===== config.mk =====
export PLATFORM = sky130hd
export DESIGN_NAME = load_cell_average_tare_scale
export DESIGN_NICKNAME = d
export VERILOG_FILES = /design/src/design/lcats_pkg.sv /design/src/design/load_cell_average_tare_scale.sv
export VERILOG_INCLUDE_DIRS = /design/src /design/src/design
export SDC_FILE = /design/constraint.sdc
export NUM_CORES = 1
export LEC_CHECK = 0
export BUFFER_PORTS_ARGS = -buffer_cell sky130_fd_sc_hd__buf_4
export CAP_MARGIN = 0
export CORE_ASPECT_RATIO = 0.8
export CORE_MARGIN = 2
export CORE_UTILIZATION = 45
export CTS_CLUSTER_DIAMETER = 30
export DETAILED_ROUTE_END_ITERATION = 8
export MAX_ROUTING_LAYER = met4
export SLEW_MARGIN = 20
export SYNTH_ARGS = -nofsm -noshare
export SYNTH_HDL_FRONTEND = slang
export SYNTH_SLANG_ARGS = --single-unit

===== constraint.sdc =====
create_clock -name aclk -period 5.58 [get_ports aclk]
set_input_delay 0.558 -clock aclk [delete_from_list [all_inputs] [get_ports aclk]]
set_output_delay 0.558 -clock aclk [all_outputs]
set_load 0.03 [all_outputs]

===== src/design/load_cell_average_tare_scale_macros.svh =====
`ifndef LOAD_CELL_AVERAGE_TARE_SCALE_MACROS_SVH
`define LOAD_CELL_AVERAGE_TARE_SCALE_MACROS_SVH

// Same-cycle implication, clocked on aclk, off during reset.
`define LCATS_ASSERT_NOW(label, ante, cons, msg) \
    label: assert property (@(posedge aclk) disable iff (!aresetn) (ante) |-> (cons)) \
        else $error(msg);

// Next-cycle implication, clocked on aclk, off during reset.
`define LCATS_ASSERT_NEXT(label, ante, cons, msg) \
    label: assert property (@(posedge aclk) disable iff (!aresetn) (ante) |=> (cons)) \
        else $error(msg);

`endif


===== src/design/lcats_pkg.sv =====
package lcats_pkg;

    localparam int RawW   = 24;
    localparam int NetW   = 25;
    localparam int UnitsW = 32;
    localparam int SumW   = 32;
    localparam int CountW = 8;

    typedef logic [RawW-1:0]          raw_code_t;
    typedef logic signed [RawW-1:0]   avg_t;
    typedef logic signed [NetW-1:0]   net_t;
    typedef logic signed [UnitsW-1:0] units_t;
    typedef logic [1:0]               cfg_index_t;
    typedef logic [31:0]              cfg_data_t;

    localparam cfg_index_t REG_AVERAGE_COUNT = 2'd0;
    localparam cfg_index_t REG_TARE_OFFSET   = 2'd1;
    localparam cfg_index_t REG_SCALE_FACTOR  = 2'd2;

    localparam logic [CountW-1:0] AVERAGE_COUNT_RST = 8'd1;
    localparam logic [RawW-1:0]   TARE_OFFSET_RST   = 24'd119040;
    localparam logic [UnitsW-1:0] SCALE_FACTOR_RST  = 32'd81767;

    localparam logic [UnitsW-1:0] UNITS_MAX = 32'h7FFF_FFFF;
    localparam logic [UnitsW-1:0] UNITS_MIN = 32'h8000_0000;

endpackage


===== src/design/load_cell_average_tare_scale.sv =====
// Load cell averaging, tare and scaling.
// Input channel (s_valid/s_ready/s_raw_code): one 24-bit two's complement
// converter code per transfer. Codes are summed until average_count samples
// are in (zero counts as one); the sample that closes the window starts the
// arithmetic. Other samples are only added to the sum.
// Result channel (m_valid/m_ready): raw_average, net_value = average - tare,
// scaled_units = net * Q8.24 scale, truncated toward zero, saturated.
// After the closing transfer the block steps through the sum magnitude, the
// bit-serial restoring divider, average, net and magnitudes, the shift-add
// multiplier and a final step that saturates the units and loads the result.
// s_ready is low while that sequence runs, so no new sample is taken until
// the final step has handed its result to the output register.
// The result sits in an output register: the block goes on taking samples
// while m_ready is low, and holds the next result in its final step until
// the register frees up.
// Config channel (cfg_valid/cfg_ready, cfg_index, cfg_data) is always ready;
// write it only while idle. Unknown indexes are dropped.
// Reset (aresetn low, synchronous) restores the register defaults and
// empties the window and the output register.
`include "load_cell_average_tare_scale_macros.svh"

module load_cell_average_tare_scale (
    input  logic                   aclk,
    input  logic                   aresetn,
    input  logic                   s_valid,
    output logic                   s_ready,
    input  lcats_pkg::raw_code_t   s_raw_code,
    output logic                   m_valid,
    input  logic                   m_ready,
    output lcats_pkg::avg_t        m_raw_average,
    output lcats_pkg::net_t        m_net_value,
    output lcats_pkg::units_t      m_scaled_units,
    input  logic                   cfg_valid,
    output logic                   cfg_ready,
    input  lcats_pkg::cfg_index_t  cfg_index,
    input  lcats_pkg::cfg_data_t   cfg_data
);
    import lcats_pkg::*;

    localparam logic [2:0] ST_IDLE = 3'd0;
    localparam logic [2:0] ST_SABS = 3'd1;
    localparam logic [2:0] ST_DIV  = 3'd2;
    localparam logic [2:0] ST_AVG  = 3'd3;
    localparam logic [2:0] ST_NET  = 3'd4;
    localparam logic [2:0] ST_MAG  = 3'd5;
    localparam logic [2:0] ST_MUL  = 3'd6;
    localparam logic [2:0] ST_FIN  = 3'd7;

    localparam logic [4:0] DIV_LAST = 5'd31;
    localparam logic [4:0] MUL_LAST = 5'd23;

    logic [2:0]         state_reg, state_next;
    logic [CountW-1:0]  count_reg, count_next;
    logic [RawW-1:0]    tare_reg, tare_next;
    logic [UnitsW-1:0]  scale_reg, scale_next;
    logic [SumW-1:0]    sum_reg, sum_next;
    logic [CountW-1:0]  taken_reg, taken_next;
    logic [SumW-1:0]    quo_reg, quo_next;
    logic [CountW-1:0]  rem_reg, rem_next;
    logic [CountW-1:0]  divisor_reg, divisor_next;
    logic               neg_reg, neg_next;
    logic [4:0]         step_reg, step_next;
    logic [RawW-1:0]    avg_reg, avg_next;
    logic [NetW-1:0]    net_reg, net_next;
    logic [UnitsW-1:0]  mcand_reg, mcand_next;
    logic               mneg_reg, mneg_next;
    logic [UnitsW-1:0]  hi_reg, hi_next;
    logic [RawW-1:0]    lo_reg, lo_next;
    logic               mv_reg, mv_next;
    logic [RawW-1:0]    oavg_reg, oavg_next;
    logic [NetW-1:0]    onet_reg, onet_next;
    logic [UnitsW-1:0]  ounits_reg, ounits_next;

    logic               in_xfer;
    logic [SumW-1:0]    sum_add;
    logic [CountW-1:0]  taken_add;
    logic [CountW-1:0]  n_eff;
    logic               closes;
    logic [CountW:0]    div_shift;
    logic [CountW:0]    div_diff;
    logic               div_ge;
    logic [UnitsW:0]    mul_add;
    logic [NetW-1:0]    net_mag;
    logic [UnitsW-1:0]  units_val;

    assign s_ready   = (state_reg == ST_IDLE);
    assign cfg_ready = 1'b1;
    assign in_xfer   = s_valid && s_ready;

    assign sum_add   = sum_reg + {{(SumW-RawW){s_raw_code[RawW-1]}}, s_raw_code};
    assign taken_add = taken_reg + 8'd1;
    assign n_eff     = (count_reg == '0) ? 8'd1 : count_reg;
    assign closes    = (taken_add != '0) && (taken_add >= n_eff);

    // restoring divide: one quotient bit per cycle, dividend bits shift out of quo_reg
    assign div_shift = {rem_reg, quo_reg[SumW-1]};
    assign div_diff  = div_shift - {1'b0, divisor_reg};
    assign div_ge    = (div_shift >= {1'b0, divisor_reg});

    // shift-add multiply, LSB of lo_reg selects the addend
    assign mul_add   = {1'b0, hi_reg} + (lo_reg[0] ? {1'b0, mcand_reg} : '0);

    assign net_mag   = net_reg[NetW-1] ? (~net_reg + 25'd1) : net_reg;

    always_comb begin
        // hi_reg holds |product| >> 24 after the last step
        if (neg_reg) begin
            units_val = hi_reg[UnitsW-1] ? UNITS_MIN : (~hi_reg + 32'd1);
        end else begin
            units_val = hi_reg[UnitsW-1] ? UNITS_MAX : hi_reg;
        end
    end

    always_comb begin
        state_next   = state_reg;
        count_next   = count_reg;
        tare_next    = tare_reg;
        scale_next   = scale_reg;
        sum_next     = sum_reg;
        taken_next   = taken_reg;
        quo_next     = quo_reg;
        rem_next     = rem_reg;
        divisor_next = divisor_reg;
        neg_next     = neg_reg;
        step_next    = step_reg;
        avg_next     = avg_reg;
        net_next     = net_reg;
        mcand_next   = mcand_reg;
        mneg_next    = mneg_reg;
        hi_next      = hi_reg;
        lo_next      = lo_reg;
        mv_next      = mv_reg;
        oavg_next    = oavg_reg;
        onet_next    = onet_reg;
        ounits_next  = ounits_reg;

        if (mv_reg && m_ready) begin
            mv_next = 1'b0;
        end

        if (cfg_valid) begin
            unique case (cfg_index)
                REG_AVERAGE_COUNT: count_next = cfg_data[CountW-1:0];
                REG_TARE_OFFSET:   tare_next  = cfg_data[RawW-1:0];
                REG_SCALE_FACTOR:  scale_next = cfg_data;
                default: ;
            endcase
        end

        unique case (state_reg)
            ST_IDLE: begin
                if (in_xfer) begin
                    if (closes) begin
                        sum_next     = '0;
                        taken_next   = '0;
                        quo_next     = sum_add;
                        divisor_next = taken_add;
                        state_next   = ST_SABS;
                    end else begin
                        sum_next   = sum_add;
                        taken_next = taken_add;
                    end
                end
            end
            ST_SABS: begin
                neg_next   = quo_reg[SumW-1];
                quo_next   = quo_reg[SumW-1] ? (~quo_reg + 32'd1) : quo_reg;
                rem_next   = '0;
                step_next  = '0;
                state_next = ST_DIV;
            end
            ST_DIV: begin
                quo_next  = {quo_reg[SumW-2:0], div_ge};
                rem_next  = div_ge ? div_diff[CountW-1:0] : div_shift[CountW-1:0];
                step_next = step_reg + 5'd1;
                if (step_reg == DIV_LAST) begin
                    state_next = ST_AVG;
                end
            end
            ST_AVG: begin
                // |quotient| <= 2^23, so 24 bits carry it either way
                avg_next   = neg_reg ? (~quo_reg[RawW-1:0] + 24'd1) : quo_reg[RawW-1:0];
                state_next = ST_NET;
            end
            ST_NET: begin
                net_next   = {avg_reg[RawW-1], avg_reg} - {tare_reg[RawW-1], tare_reg};
                mneg_next  = scale_reg[UnitsW-1];
                mcand_next = scale_reg[UnitsW-1] ? (~scale_reg + 32'd1) : scale_reg;
                state_next = ST_MAG;
            end
            ST_MAG: begin
                lo_next    = net_mag[RawW-1:0];
                neg_next   = net_reg[NetW-1] ^ mneg_reg;
                hi_next    = '0;
                step_next  = '0;
                state_next = ST_MUL;
            end
            ST_MUL: begin
                hi_next   = mul_add[UnitsW:1];
                lo_next   = {mul_add[0], lo_reg[RawW-1:1]};
                step_next = step_reg + 5'd1;
                if (step_reg == MUL_LAST) begin
                    state_next = ST_FIN;
                end
            end
            ST_FIN: begin
                if (!mv_reg || m_ready) begin
                    mv_next     = 1'b1;
                    oavg_next   = avg_reg;
                    onet_next   = net_reg;
                    ounits_next = units_val;
                    state_next  = ST_IDLE;
                end
            end
            default: state_next = ST_IDLE;
        endcase
    end

    always_ff @(posedge aclk) begin
        if (!aresetn) begin
            state_reg <= ST_IDLE;
            count_reg <= AVERAGE_COUNT_RST;
            tare_reg  <= TARE_OFFSET_RST;
            scale_reg <= SCALE_FACTOR_RST;
            sum_reg   <= '0;
            taken_reg <= '0;
            mv_reg    <= 1'b0;
        end else begin
            state_reg <= state_next;
            count_reg <= count_next;
            tare_reg  <= tare_next;
            scale_reg <= scale_next;
            sum_reg   <= sum_next;
            taken_reg <= taken_next;
            mv_reg    <= mv_next;
        end
    end

    always_ff @(posedge aclk) begin
        quo_reg     <= quo_next;
        rem_reg     <= rem_next;
        divisor_reg <= divisor_next;
        neg_reg     <= neg_next;
        step_reg    <= step_next;
        avg_reg     <= avg_next;
        net_reg     <= net_next;
        mcand_reg   <= mcand_next;
        mneg_reg    <= mneg_next;
        hi_reg      <= hi_next;
        lo_reg      <= lo_next;
        oavg_reg    <= oavg_next;
        onet_reg    <= onet_next;
        ounits_reg  <= ounits_next;
    end

    assign m_valid        = mv_reg;
    assign m_raw_average  = oavg_reg;
    assign m_net_value    = onet_reg;
    assign m_scaled_units = ounits_reg;

    `LCATS_ASSERT_NOW(a_rem_below_divisor, state_reg == ST_DIV, rem_reg < divisor_reg, "divider remainder not below divisor")
    `LCATS_ASSERT_NEXT(a_window_cleared, in_xfer && closes, taken_reg == '0 && sum_reg == '0, "window not cleared on close")
    `LCATS_ASSERT_NEXT(a_fin_delivers, state_reg == ST_FIN && !mv_reg, mv_reg && state_reg == ST_IDLE, "finished result not loaded")
    `LCATS_ASSERT_NOW(a_result_from_fin, $rose(mv_reg), $past(state_reg) == ST_FIN, "result appeared outside final step")

endmodule


Word-level counts from Yosys, hierarchy flattened
Index checks and enable logic that the tools add are counted.

word-level totals
  bits in registers = 381
  bits of input ports = 63
  output and inout bits = 84
  word-level logic and storage cells = 113

cells by class
  $add $sub $neg = 11
  order comparisons = 2
  equality and inequality tests = 17
  muxes and demuxes = 29
  bitwise gates (word level) = 6
  reductions and logical operators = 25

operators with widths
  operator                                       count
  2-to-1 mux 32 bit                              7
  adder 32 x 1 -> 32 bit, second input constant  3
  NOT 32 bit                                     3
  one-hot mux 32 bit (3 select lines)            1
  one-hot mux 32 bit (2 select lines)            1
  2-to-1 mux 31 bit                              2
  adder 24 x 1 -> 24 bit, second input constant  2
  2-to-1 mux 24 bit                              2
  NOT 24 bit                                     2
  one-hot mux 24 bit (2 select lines)            1
  adder 32 x 32 -> 33 bit                        1
  adder 32 bit                                   1
  subtractor 24 x 24 -> 25 bit                   1
  2-to-1 mux 8 bit                               3
  one-hot mux 3 bit (8 select lines)             1
  one-hot mux 8 bit (2 select lines)             1
  2-to-1 mux 3 bit                               5
  equality test 3 bit, second input constant     4
  equality test 5 bit, second input constant     2
  one-hot mux 5 bit (2 select lines)             1
  AND reduction 2 bit                            5
  >= comparator 9 x 8 -> 1 bit                   1
  adder 8 x 1 -> 8 bit, second input constant    1
  >= comparator 8 bit                            1
  other kinds (24)                               38

Logic depth before layout (Yosys ltp)
Gate-level depths: netlist of the first run.

  depth after elaboration = 7
  depth in mapped cells = 13
  gate-level depth less buffers = 13

Worst setup path before layout of the first run
Ideal clock, no wire load.

  kind = reg2reg
  start point = register taken_reg[0]
  end point = register quo_reg[0] (enable)
  library setup time = 0.467 ns
  data arrival time = 4.848 ns
  data required time = 5.113 ns
  setup slack = 0.265 ns
  cell stages (with the launch flop) = 13
  clock period less this slack = 5.315 ns
  cells stage by stage = dfxtp_1 ha_1 nand3_1 xnor2_1 ha_1 nand3_1 o211a_1 a21oi_1 o31a_1 clkbuf_1 nand2_1 a21boi_0 a21boi_0

on the way
  longest elaborated chain between the ends = 5
  elaborated cells between the ends (all ways) = 6
  classes of those cells = add/sub: 1; order compare: 1; eq/ne: 1; reduce/logical: 3

RTL lines
  item                                                       RTL line                             RTL
  start, declared                                            load_cell_average_tare_scale.sv:57   logic [CountW-1:0] taken_reg, taken_next;
  start signal, assigned                                     load_cell_average_tare_scale.sv:234  taken_reg <= taken_next;
  adder 8 x 1 -> 8 bit *                                     load_cell_average_tare_scale.sv:91   assign taken_add = taken_reg + 8'd1;
  named net taken_add[4]                                     load_cell_average_tare_scale.sv:76   logic [CountW-1:0] taken_add;
  >= comparator 8 bit or nonzero test 8 bit (tied branches)  load_cell_average_tare_scale.sv:93   assign closes = (taken_add != '0) && (taken_add >= n_eff);
  logical AND 1 bit *                                        load_cell_average_tare_scale.sv:93
  inequality test 2 x 1 -> 1 bit (no line) *                 -
  AND reduction 4 bit (no line) *                            -
  end signal, assigned                                       load_cell_average_tare_scale.sv:240  quo_reg <= quo_next;
  end, declared                                              load_cell_average_tare_scale.sv:58   logic [SumW-1:0] quo_reg, quo_next;

Mark *: on every way through the listed nets, which the timed path passes. The rest lies on a longest branch.
A chain may end at the register's enable or synchronous reset.

Final worst setup path of the first run
  start point = register lo_reg[0]
  end point = register hi_reg[29] (data pin)

on the way
  longest elaborated chain between the ends = 3

RTL lines
  item                                 RTL line                             RTL
  start, declared                      load_cell_average_tare_scale.sv:68   logic [RawW-1:0] lo_reg, lo_next;
  start signal, assigned               load_cell_average_tare_scale.sv:250  lo_reg <= lo_next;
  2-to-1 mux 32 bit                    load_cell_average_tare_scale.sv:101  assign mul_add = {1'b0, hi_reg} + (lo_reg[0] ? {1'b0, mcand_reg} : '0);
  adder 32 x 32 -> 33 bit              load_cell_average_tare_scale.sv:101
  one-hot mux 32 bit (2 select lines)  load_cell_average_tare_scale.sv:150  unique case (state_reg)
  end signal, assigned                 load_cell_average_tare_scale.sv:249  hi_reg <= hi_next;
  end, declared                        load_cell_average_tare_scale.sv:67   logic [UnitsW-1:0] hi_reg, hi_next;

No other way between the ends.

==> flow_summary.ini, run 1 <==
[min_path]
hold_class = input pin to flip-flop
hold_depth = 3

[finish]
finalNonFillerCells = 2999
drive_gt1_share_pct = 13.8
utilization_pct = 55.6
num_antenna_cells = 0
area_growth_pct = 22.2
fin_nets = 2484
fill_cells = 4152

[timing]
fmax_ghz = 0.220
period_needed_ps = 4550
setup_viol = 0
drv_slew = 0
rsz0062_at_grt = false
final_hold_viol_count = 0
slew_headroom_pct = 21.6
fin_skew_ps = 27.7
period_share_pct = 81.5
tightest_slew_ps = 1150
setup_tns_ps = 0

[placement]
place_inst = 2837
io_buffers = 145
gp_congestion = 0.877
hpwl_um = 39600

[pwr]
power_density_nw_per_um2 = 443
power.leakage_nw = 10.1
ir_drop_mv = 0.285

[floorplanning]
num_io_pins = 147
start_util_pct = 45.5
coreArea_um2 = 46900
rows = 71
die_h_um = 199
die_w_um = 248
fp.dieArea_um2 = 49200

[synth]
synth-edff-count = 273
synth_most_common_cell = edfxtp_1
ys_seq_area_share_pct = 48.5
synth_cell_type_count = 76
syn_avg_cell_area_um2 = 9.97
synth_top_area_cell = edfxtp_1
ys_ff_latch = 381
synthTopCellsByArea = edfxtp_1 38%, dfxtp_1 10%, ha_1 6.4%
yosysTopAreaCellShare_pct = 38.4
synth-main-ff-cell = edfxtp_1
synthCells = 2141
yosys-top-cells-count = 273 x edfxtp_1, 258 x nand2_1, 158 x nor2_1
async_flop_share_pct = 0
netlist_area_um2 = 21400
ys_warn_count = 0
syn-num-nets = 2318

[clocking]
clk_pin_slew_ps = 50
cts_root_buf = clkbuf_16
numCtsBuffers = 88
post_cts_resized = 0
hold_buffers = 0
cts_tree = yes
cts_sinks = 381
htree_levels = 3
cts_setup_buffers = 0
cts_buffer_depth = 3
clk_latency_ps = 610

[drt]
wl_met2_um = 23900
drc = 0
initialDrtViolationCount = 1114
drt_wl_total_um = 54800
vias_per_cell = 5.53
vias = 16600
wl_per_cell_um = 18.3
wl_met3_um = 3130
met1_length_um = 26300
ant_nets = 0
top_layer = met4
drtPass1Iterations = 6

[setup_path]
slowest_stage = a2111oi_0
criticalPathCategory = flip-flop to flip-flop
endpoint_kind = flip-flop
endpoint = hi_reg[29]
cp.required_ps = 5920
reg2regPathDepth = 13
cp_cell_sequence = and2_1 -> ha_1 -> inv_1 -> fa_1 -> nor2b_1 -> o31a_1 -> o21a_1 -> o211ai_1 -> a2111oi_0 -> o21ai_0 -> o31ai_1 -> xnor2_1 -> nor2_1
r2r-start = lo_reg[0]
r2r-end = hi_reg[29]
r2r_slack_ps = 1030
max_stage_delay_ps = 1000
arrival_ps = 4890
startpoint_type = flip-flop
crit_fanout = 15
cp-startpoint = lo_reg[0]

[grt]
grt_pass1_wl_um = 85600
grt_usage_pct = 22.9
overflow = 0
grt_max_degree = 80
antenna_found_initial = 1
grt_pass1_vias = 15900

[job]
maxCapViolations = 0

[outcome]
status = completed
-- cell usage in the layout (no fill, tap or decap), drive strengths merged, types with 32 or more instances in the layout --
master  synthesis  routed
a21o           51      51
xnor2         124     124
buf             4     164
nor3           32      32
edfxtp        273     273
nor2          158     158
nor2b          42      42
a21oi         103     103
inv            92      95
o31ai          33      33
nand3          60      60
and2           52      52
a21boi         60      60
dfxtp         108     108
o21ai         119     119
ha            110     110
nand2         258     258
xor2           78      78
clkbuf         84     121
-- metal layers --
layer,global-route usage (%),vias up
met2,33.3,493
met5,-,-
li1,-,8068
met4,7.61,0
met1,32.3,7889
met3,4.18,121
-- per-stage QoR --
| stage | power (mW) | setup WS [ps] | hold WS (ps) | area (um^2) |
|---|---|---|---|---|
| floorplan | 5.70 | 265 | 426 | 21400 |
| global placement | 6.32 | 1410 | 452 | 23000 |
| detailed placement | 6.39 | 1250 | 453 | 23100 |
| CTS | 11.6 | 1260 | 186 | 26100 |
| global route | 12.1 | 810 | 208 | 26100 |
| finish | 11.6 | 1030 | 217 | 26100 |
-- cells by family after synthesis --
| logic type | synth area share (%) |
|---|---|
| AND/OR/NAND/NOR | 16.8 |
| AO/OA/AOI/OAI | 16.0 |
| flip-flops | 48.5 |
| XOR/XNOR | 8.29 |
| buffers and inverters | 3.23 |
| adder cells (fa/ha/maj) | 6.82 |
| multiplexers | 0.334 |
| other | 0.0176 |
-- critical path, delay by kind of cell (launching register included) --
kind / cells / cell delay, ps
AOI/OAI and AO/OA: 6 / 2470
xor gates and xnor gates: 1 / 160
adders and majority gates: 2 / 550
DFF: 1 / 600
and+or+nand+nor: 3 / 450
buffers and inverters: 1 / 70
-- worst min path at each step --
stage,start,endpoint,slack [ps]
6_report,cfg_data[28],scale_reg[28],220
4_1_cts,cfg_data[27],scale_reg[27],190
2_1_floorplan,net_reg[0],m_net_value[0],430
5_1_grt,cfg_data[12],scale_reg[12],210
3_5_place_dp,scale_reg[0],mcand_reg[0],450
3_3_place_gp,sum_reg[5],sum_reg[5],450
-- report_power, final --
part / switching, mW / internal [mW]
sequential: 0.368 / 3.60
combinational: 1.45 / 0.952
clock: 1.56 / 3.63
total: 3.38 / 8.18
-- layout make-up --
cell class,instances,area (um^2),area share (%)
Inverter,92,345,1.32
Clock buffer,121,2480,9.51
Sequential cell,381,10400,39.7
Multi-Input combinational cell,1580,10300,39.7
Clock inverter,41,544,2.09
Tap cell,620,776,2.97
Timing Repair Buffer,164,1230,4.73
Note: power is estimated with default switching activity, not from simulation.
==> run 2: changes to the inputs <==
- clock period: 5.58 -> 4.57 ns (I/O delays scaled with it)
==> run 2 against run 1 <==
  * Global-route usage is 0.28 points lower
  * Register-to-register slack got worse by 410 ps
  * Clock power grew 21%
  * Die area did not move
  * Design area barely moved
  * Final cell count is essentially flat
==> flow_summary.ini, run 2 (synthesis results as in run 1) <==
[pwr]
power_density_nw_per_um2 = 536
total_power_mw = 14.0
power.leakage_nw = 10.2
ir_drop_mv = 0.372

[drt]
wl_per_cell_um = 18.1
drc = 0
ant_nets = 0
top_layer = met4
drtPass1Iterations = 6
drt_wl_total_um = 54300
vias_per_cell = 5.46
vias = 16400
wl_met2_um = 23500
met1_length_um = 26500
wl_met3_um = 2950
initialDrtViolationCount = 1061

[setup_path]
r2r-start = taken_reg[0]
crit_fanout = 31
cp-startpoint = taken_reg[0]
criticalPathCategory = flip-flop to flip-flop
cp_cell_sequence = ha_1 -> nand3_1 -> xnor2_1 -> ha_1 -> nand3_1 -> o211a_1 -> a21oi_1 -> o31a_1 -> nand2_1 -> a21boi_0 -> a21boi_2 -> buf_4
arrival_ps = 4200
r2r_slack_ps = 620
endpoint_kind = flip-flop
cp.required_ps = 4820
max_stage_delay_ps = 480
startpoint_type = flip-flop
slowest_stage = o31a_1

[timing]
final_hold_viol_count = 0
rsz0062_at_grt = false
tightest_slew_ps = 1120
setup_viol = 0
fin_skew_ps = 24.4
drv_slew = 0
period_needed_ps = 3950
slew_headroom_pct = 25.3
fmax_ghz = 0.253
period_share_pct = 86.4
setup_tns_ps = 0

[min_path]
hold_class = input pin to flip-flop
worstHoldStart = cfg_data[16]

[grt]
grt_max_degree = 113
grt_usage_pct = 22.6
grt_pass1_wl_um = 84700
grt_pass1_vias = 15700
overflow = 0
antenna_found_initial = 0

[finish]
fin_nets = 2487
area_growth_pct = 22.3
drive_gt1_share_pct = 14.4
multi_input_area_um2 = 10400
layout_common_cells = 273 x edfxtp_1, 258 x nand2_1, 169 x buf_4
num_antenna_cells = 0
final-seq-area_um2 = 10400
final_common_cell = edfxtp_1
fill_cells = 4118

[clocking]
clk_pin_slew_ps = 40
cts_tree = yes
hold_buffers = 0
post_cts_resized = 0
htree_levels = 3
clk_latency_ps = 600
cts_root_buf = clkbuf_16
cts_sinks = 381
cts_buffer_depth = 3
cts_setup_buffers = 0
numCtsBuffers = 86

[floorplanning]
fp.dieArea_um2 = 49200
start_util_pct = 45.5
die_h_um = 199
rows = 71
coreArea_um2 = 46900
die_w_um = 248
num_io_pins = 147

[outcome]
status = completed

[job]
maxCapViolations = 0

[placement]
hpwl_um = 39200
io_buffers = 145
gp_congestion = 0.913
-- run 2: metal layers --
layer / up-vias / GRT usage, %
met5: - / -
met4: 0 / 6.99
met3: 101 / 4.30
met2: 445 / 32.9
met1: 7746 / 32.0
li1: 8102 / -
-- run 2: critical path, delay by kind of cell (launching register included) --
kind                     cells  cell delay (ps)
AND/OR/NAND/NOR              3              340
buffers and inverters        1              380
flip-flops                   1              440
adder cells (fa/ha/maj)      2              640
XOR/XNOR                     1              190
AO/OA/AOI/OAI                5             1600
-- run 2: path summary, 6_finish.rpt --
| kind | cells after the start | endpoint |
|---|---|---|
| setup / recovery | 12 | quo_reg[29] |
| hold / removal | 3 | scale_reg[16] |
| setup reg to reg | 12 | quo_reg[29] |
| hold reg to reg | 2 | sum_reg[2] |
-- run 2: layout make-up --
type,count,share of cell area [%]
Sequential cell,381,39.7
Multi-Input combinational cell,1580,39.7
Tap cell,620,2.97
Timing Repair Buffer,169,4.86
Inverter,92,1.32
Clock inverter,43,1.96
Clock buffer,116,9.55
-- run 2: through the flow --
stage | setup slack (ps) | instances | util, % | hold slack, ps | instance area [um^2]
6_report | 621 | 3001 | 55.7 | 119 | 26100
5_1_grt | 211 | 3001 | 55.7 | 98.7 | 26100
4_1_cts | 666 | 3001 | 55.7 | 93.4 | 26100
3_5_place_dp | 678 | 2842 | 49.3 | 465 | 23100
3_3_place_gp | 790 | 2842 | 49.3 | 456 | 23100
2_1_floorplan | 63.9 | 2141 | - | 426 | 21400
-- run 2: power by group --
group / total [mW] / switching, mW / internal [mW]
sequential: 4.83 / 0.433 / 4.39
combinational: 2.92 / 1.76 / 1.16
clock: 6.25 / 1.97 / 4.28
==> run 3: changes to the inputs <==
- clock period: 4.57 -> 3.8 ns (I/O delays scaled with it)
==> run 3 against run 2 <==
  * Worst setup slack lost 280 ps
  * Register-to-register slack worse by 280 ps
  * Design area grew 1.0%
  * Sequential share of layout area decreased by 0.41 points
  * First-iteration DRC count rose by 33%
  * Sequential power is 20% higher
  * Count of clock-buffer cells in the layout down 14
  * Worst hold slack worse by 78 ps
  * Core utilization grew 0.58 points
  * Clock skew up 3.0 ps
==> flow_summary.ini, run 3 (synthesis results as in run 1) <==
[outcome]
status = completed

[clocking]
clk_pin_slew_ps = 50
cts_root_buf = clkbuf_16
post_cts_resized = 0
cts_tree = yes
cts_sinks = 381
hold_buffers = 0
clk_latency_ps = 610
cts_setup_buffers = 0
cts_buffer_depth = 3
htree_levels = 3
numCtsBuffers = 84

[pwr]
intPower_mw = 12.2
comb_power_share_pct = 21.0
power_frac_seq_pct = 33.6
p_switching_mw = 5.06
power.leakage_nw = 10.3
clkPwrFrac_pct = 45.4
p_sw_share_pct = 29.3
ir_drop_mv = 0.495
power_density_nw_per_um2 = 654

[timing]
post-route-worst-setup-slack_ps = 336
setup_tns_ps = 0
period_share_pct = 91.2
setup_viol = 0
slew_headroom_pct = 30.0
drv_slew = 0
tightest_slew_ps = 1050
fin_skew_ps = 27.4
fmax_ghz = 0.289
final_hold_viol_count = 0
period_needed_ps = 3460
rsz0062_at_grt = false

[setup_path]
cp_cell_sequence = inv_1 -> ha_1 -> or3b_1 -> or4_4 -> or2_2 -> or3_1 -> nand2b_1 -> nor4_2 -> xnor2_1 -> a22oi_1 -> o21ai_0
cpLargestDelayFamily = simple AND/OR/NAND/NOR gates
endpoint_kind = flip-flop
worst-path-buf-inv = 1
slowest_stage = or4_4
crit_fanout = 7
startpoint_type = flip-flop
cp.required_ps = 4130
arrival_ps = 3790
max_stage_delay_ps = 480
criticalPathCategory = flip-flop to flip-flop

[finish]
final_common_cell = edfxtp_1
layout_common_cells = 273 x edfxtp_1, 257 x nand2_1, 188 x buf_4
fill_cells = 4089
drive_gt1_share_pct = 15.2
area_growth_pct = 23.6
fin_nets = 2507

[drt]
drtPass1Iterations = 8
ant_nets = 0
drt_wl_total_um = 54700
vias_per_cell = 5.47
drc = 0
initialDrtViolationCount = 1407
vias = 16500
wl_per_cell_um = 18.1

[placement]
io_buffers = 145
gp_congestion = 0.931
hpwl_um = 39900
dpl_worst_slack_ps = 321

[grt]
antenna_found_initial = 1
grt_max_degree = 66
grt_pass1_vias = 15700
overflow = 0
grt_usage_pct = 23.0
grt_pass1_wl_um = 86300

[floorplanning]
fp.dieArea_um2 = 49200
die_w_um = 248
start_util_pct = 45.5
die_h_um = 199
num_io_pins = 147
coreArea_um2 = 46900
rows = 71

[min_path]
hold_class = input pin to flip-flop

[job]
maxCapViolations = 0
[run 3: cell count changes in the layout (fill, tap and decap cells not counted), moves of 3 or more]
cell / previous run / this run
buf_4: 169 / 188
bufinv_16: 8 / 17
clkbuf_1: 14 / 10
clkbuf_16: 92 / 88
clkbuf_8: 10 / 4
clkinvlp_4: 9 / 6
[run 3: worst min-delay path: cells and delay by family]
kind	cells	cell delay, ps
AOI/OAI and AO/OA	1	60
buffers and inverters	1	110
and+or+nand+nor	1	40
[run 3: power groups by stage]
stage | Combinational (mW) | Clock, mW | Sequential, mW
2_1_floorplan | 2.73 | 0 | 5.63
3_3_place_gp | 3.54 | 0 | 5.85
3_5_place_dp | 3.59 | 0 | 5.86
4_1_cts | 3.62 | 7.97 | 5.79
5_1_grt | 4.06 | 8.17 | 5.87
6_report | 3.62 | 7.84 | 5.80
[run 3: final timing paths]
| kind | start | end | slack, ps | depth (start not counted) |
|---|---|---|---|---|
| worst min-delay path | cfg_data[24] | scale_reg[24] | 40 | 3 |
| worst min register to register | sum_reg[5] | sum_reg[5] | 460 | 2 |
| worst max-delay path | quo_reg[0] | quo_reg[30] | 340 | 11 |
| worst max register to register | quo_reg[0] | quo_reg[30] | 340 | 11 |
[run 3: through the flow]
stage / instances / area [um^2] / hold slack [ps] / power, mW / utilization [%]
final: 3021 / 26400 / 40.7 / 17.3 / 56.3
after global routing: 3021 / 26400 / 22.6 / 18.1 / 56.3
after CTS: 3020 / 26400 / 11.5 / 17.4 / 56.2
after detailed placement: 2864 / 23300 / 460 / 9.46 / 49.7
after global placement: 2863 / 23300 / 453 / 9.38 / 49.6
after floorplan: 2141 / 21400 / 426 / 8.36 / -
[run 3: layout make-up]
cell class | count | area [um^2] | share of cell area, %
inverters | 92 | 345 | 1.31
clock inverters | 54 | 782 | 2.96
multi-input cells | 1580 | 10400 | 39.3
flip-flops and latches | 381 | 10400 | 39.3
diodes | 1 | 2.50 | 0.00948
well taps | 620 | 776 | 2.94
repair buffers | 191 | 1470 | 5.56
clock buffers | 102 | 2290 | 8.70
[run 3: per-layer routing]
layer	share of wire [%]	up-vias	global-route usage [%]	wire length, um
met5	0	-	-	0
met4	1.9	0	6.08	1060
met3	6.6	89	4.94	3630
met2	43	464	32.8	23500
met1	49	7853	33.1	26600
li1	-	8128	-	-
